File: src/rtl/dfa_ram.sv
// Generic single-port-write, single-port-read RAM with registered read data.
module dfa_ram #(
   parameter int WIDTH = 8,
   parameter int DEPTH = 256
) (
   input  logic                     clock,
   input  logic                     we,
   input  logic [$clog2(DEPTH)-1:0] waddr,
   input  logic [WIDTH-1:0]         wdata,
   input  logic [$clog2(DEPTH)-1:0] raddr,
   output logic [WIDTH-1:0]         rdata
);
   logic [WIDTH-1:0] mem_ff [DEPTH];
   logic [WIDTH-1:0] rdata_ff;

   always_ff @(posedge clock) begin
      if (we) begin
         mem_ff[waddr] <= wdata;
      end
      rdata_ff <= mem_ff[raddr];
   end

   assign rdata = rdata_ff;
endmodule

File: config.mk
export PLATFORM = sky130hd
export DESIGN_NAME = dfa_ram
export DESIGN_NICKNAME = d
export VERILOG_FILES = /design/src/rtl/dfa_ram.sv
export SDC_FILE = /design/constraint.sdc
export NUM_CORES = 2
export LEC_CHECK = 0
export BUFFER_PORTS_ARGS = -buffer_cell sky130_fd_sc_hd__clkbuf_2
export CORE_MARGIN = 5
export CORE_UTILIZATION = 61
export CTS_CLUSTER_DIAMETER = 50
export DETAILED_ROUTE_END_ITERATION = 10
export HOLD_SLACK_MARGIN = 0.12
export MAX_ROUTING_LAYER = met4
export PLACE_DENSITY = 0.77
export SLEW_MARGIN = 15
export SYNTH_ARGS = -nofsm -noshare
export SYNTH_HDL_FRONTEND = slang
export SYNTH_SLANG_ARGS = --single-unit
File: constraint.sdc
create_clock -name clock -period 2.4 [get_ports clock]
set_input_delay 0 -clock clock [delete_from_list [all_inputs] [get_ports clock]]
set_output_delay 0 -clock clock [all_outputs]
set_load 0.01 [all_outputs]
; ---- After elaboration in Yosys (flattened, before gate mapping)
; Memory sizes are Yosys's and may differ from the RTL's. A register that Yosys moved wholly into a read port is not among the register bits.
; Index checks and enable logic that the tools add are counted.
[totals]
regBits = 0
latch_bits = 0
mem_bits_rw = 2048
rom_bits = 0
in_bits = 26
output_inout_bits = 8
wordCells = 3
memories = 1
[op_classes]
add_sub_neg = 0
multipliers = 0
n_div = 0
order_cmp = 0
eq_ne = 0
shifts = 0
muxes = 2
n_bitwise = 0
n_reduce_logical = 0
[mem_list]
columns = name, depth, width, read_ports, rd_clocked_by_memory_dff, wr, line
row1 = mem_ff, 256, 8, 1, 1, 1, 13  ; logic [WIDTH-1:0] mem_ff [DEPTH];
[op_table]
columns = cell, count
row1 = 2-to-1 mux 1 bit, 2

; ---- Longest topological paths before layout
[logic_depth]
ltp_word = 2
depth_mapped = 11

; ---- Worst setup path after synthesis
; OpenSTA, ideal clock, no wires.
[synth_path]
path_kind = input port to flip-flop
start = in raddr[0]
end = reg rdata_ff[2], in the netlist rdata[2], read port of mem_ff
arrival_ns = 1.807
path_slack_ns = 0.462
stages = 9
path_cell_list = buf_6 buf_12 buf_8 buf_2 mux4_2 a22oi_1 a21oi_1 nor4_1 nor4_2
[synth_rtl]
columns = element, line
row1 = start: declaration, 10  ; input logic [$clog2(DEPTH)-1:0] raddr,
row2 = end: declaration, 14  ; logic [WIDTH-1:0] rdata_ff;

==> reports/metrics.cfg <==
[outcome]
status = finished with violations
violations = setup timing

[worst_setup_path]
required_ns = 3.11
rr_endpoint = rdata[6]
critPathMaxFanout = 1
arrival_ns = 3.13
rr_worst_depth = 7
worstSetupEndpointType = register
r2r_setup_slack_ns = -0.02
crit_type = reg2reg
r2r_start = mem_ff[83][6]
worstSetupStartpointType = register

[cells_and_area]
final_common_cell = edfxtp_1
area_delta_synth_final_pct = 16.9
drive_gt1_share_pct = 31.4
fin_area_mm2 = 0.0930
layout_common_cells = edfxtp_1 (2,048), buf_4 (534), mux4_2 (454)
final_nets = 4393

[min_path]
min_delay_path_depth = 2
worstHoldEndpoint = mem_ff[226][3]
min_from = wdata[3]
hold_path.class = in2reg

[logic_synthesis]
ys_async_sr_fraction_pct = 0
synth_cell_type_count = 55
syn_avg_cell_area_um2 = 21.3
ys_ff_latch = 2056
yosys-top-cells-area = edfxtp_1 (77%), mux4_2 (13%), mux2i_1 (1.7%), nor2_1 (1.3%), a22oi_1 (1.3%)
synth_top_cell_area_share_pct = 77.3
syn_inst = 3733
ys_seq_area_share_pct = 77.5
synth_edf_count = 2048
synth_top_cell_by_area = edfxtp_1
ys.flop_type = edfxtp_1
synth_fp_nets = 3759
ys.warnings.count = 0
mappedNetlistArea_mm2 = 0.0796

[timing]
finalCritPeriodShare_pct = 101
fin_tns_setup_ns = -0.0150
setup_ws_ns = -0.0150
finalSetupViolations = 1
finClkSkew_ns = 0.0354
slew_viol_final = 0
tightestPinTransition_ns = 0.923
slew_headroom_pct = 38.0
min_period_ns = 2.42
fmax_mhz = 414
hold_viol = 0

[floorplan]
die_area_mm2 = 0.138
rows = 132
core_mm2 = 0.129
io_pins = 34
start_util_pct = 61.4
fp.dieH_um = 371
die_w_um = 371

[clock_network]
clock_latency_ns = 0.85
h-tree-depth = 4
cts-buffers-inserted = 200
cts_root_buf = clkbuf_16
cts.path.max_buffers = 3
post_cts_buffers = 0
path_clk_slew_ns = 0.06
cts_tree = built
cts_sinks = 2056

[drt]
drt_drc_violations_left = 0
via_per_inst = 6.79
wl_per_cell_um = 32.4
wl_um = 204000
drt_iter0_markers = 7179
vias = 42700
drtPass1Iterations = 8
detail-route-antenna-nets = 0

[power]
peakVddDrop_mv = 0.801
power.density_mw_per_mm2 = 801
total_leakage_power_nw = 30.1

[placed_design]
placed_area_mm2 = 0.0861
port_buffers = 33
place_hpwl_um = 125000
place.gp.congestion = 0.909
place_ws_ns = -0.735

[global_routing]
grt-ovfl-total = 0
grt_pass1_wl_um = 297000
grt_pass1_vias = 43000
grt_max_degree = 115
antenna_found_initial = 11
grt_usage_pct = 31.0

[job]
maxCapViolations = 0

==> power by group <==
group | switching, mW | internal [mW]
sequential | 0.0877 | 39.6
combinational | 2.50 | 1.62
clock | 13.4 | 17.3
==> worst max-delay path by stage <==
stage,end,startpoint,slack (ns)
2_1_floorplan,rdata[2],raddr[0],0.46
3_3_place_gp,rdata[2],raddr[0],-0.80
3_5_place_dp,rdata[2],raddr[0],-0.73
4_1_cts,rdata[6],mem_ff[83][6],0.003
5_1_grt,rdata[6],mem_ff[83][6],-0.05
6_report,rdata[6],mem_ff[83][6],-0.02
==> what timing repair did <==
item	CTS	global route
endpoints found under the hold margin	2935	0
pin swaps	1	2
resized for setup	15	10
endpoints found under the setup margin	7	6
hold buffers	24	0
==> synth_stat cells (all sizes together), types with 4 or more instances <==
master	number
edfxtp	2048
mux4	456
nor2	282
mux2i	134
a22oi	133
buf	122
clkbuf	111
a21oi	96
o221ai	47
nand3	34
nand2	33
nor2b	31
o22ai	28
nor4	27
nor3	22
a211oi	16
a221oi	14
o21ai	12
nand4	10
o211ai	10
a22o	8
dfxtp	8
nand2b	8
and2	6
a2111oi	5
o22a	5
o32ai	5
or2	4
==> state kept, by name (all words and copies together), names as in the netlist <==
name    count
rdata       8
mem_ff   2048
==> layout make-up <==
cell class | count | area [um2]
Fill cell | 7112 | 36500
Inverter | 2 | 7.51
Clock inverter | 114 | 1110
Sequential cell | 2056 | 61700
Tap cell | 1742 | 2180
Antenna cell | 17 | 42.5
Clock buffer | 254 | 5300
Multi-Input combinational cell | 1442 | 16700
Timing Repair Buffer | 665 | 6000
==> worst max-delay path, stage by stage, from the launching register on <==
cell      delay [ns]
edfxtp_1        0.40
mux4_2          0.51
a22o_1          0.30
a221oi_4        0.31
o32ai_2         0.20
nor3_1          0.29
buf_4           0.21
nor4_2          0.05
==> kinds of logic (layout without fill, tap and decap cells) <==
family                 Yosys count  after routing  share of synthesized area, %
DFF                           2056           2056                          77.5
muxes                          591            591                          14.6
and+or+nand+nor                466            466                          2.63
AOI/OAI and AO/OA              385            385                          3.42
buffers and inverters          235           1035                          1.83
other                            0             17                             0
==> metrics by stage <==
| step | hold slack [ns] | total power [mW] | util, % | instances |
|---|---|---|---|---|
| after floorplan | 0.0989 | 42.3 | - | 3733 |
| after global placement | 0.460 | 44.3 | 66.5 | 5883 |
| after detailed placement | 0.473 | 44.4 | 66.5 | 5883 |
| after CTS | 0.175 | 74.7 | 71.7 | 6275 |
| after global routing | 0.204 | 76.5 | 71.8 | 6287 |
| final | 0.214 | 74.5 | 71.8 | 6292 |
==> per-layer routing <==
layer	part of all wire, %	global-route usage (%)
met5	0	-
met2	49	47.5
met4	4.5	11.7
met1	34	41.7
met3	13	7.01
Note: power is estimated with default switching activity, not from simulation.
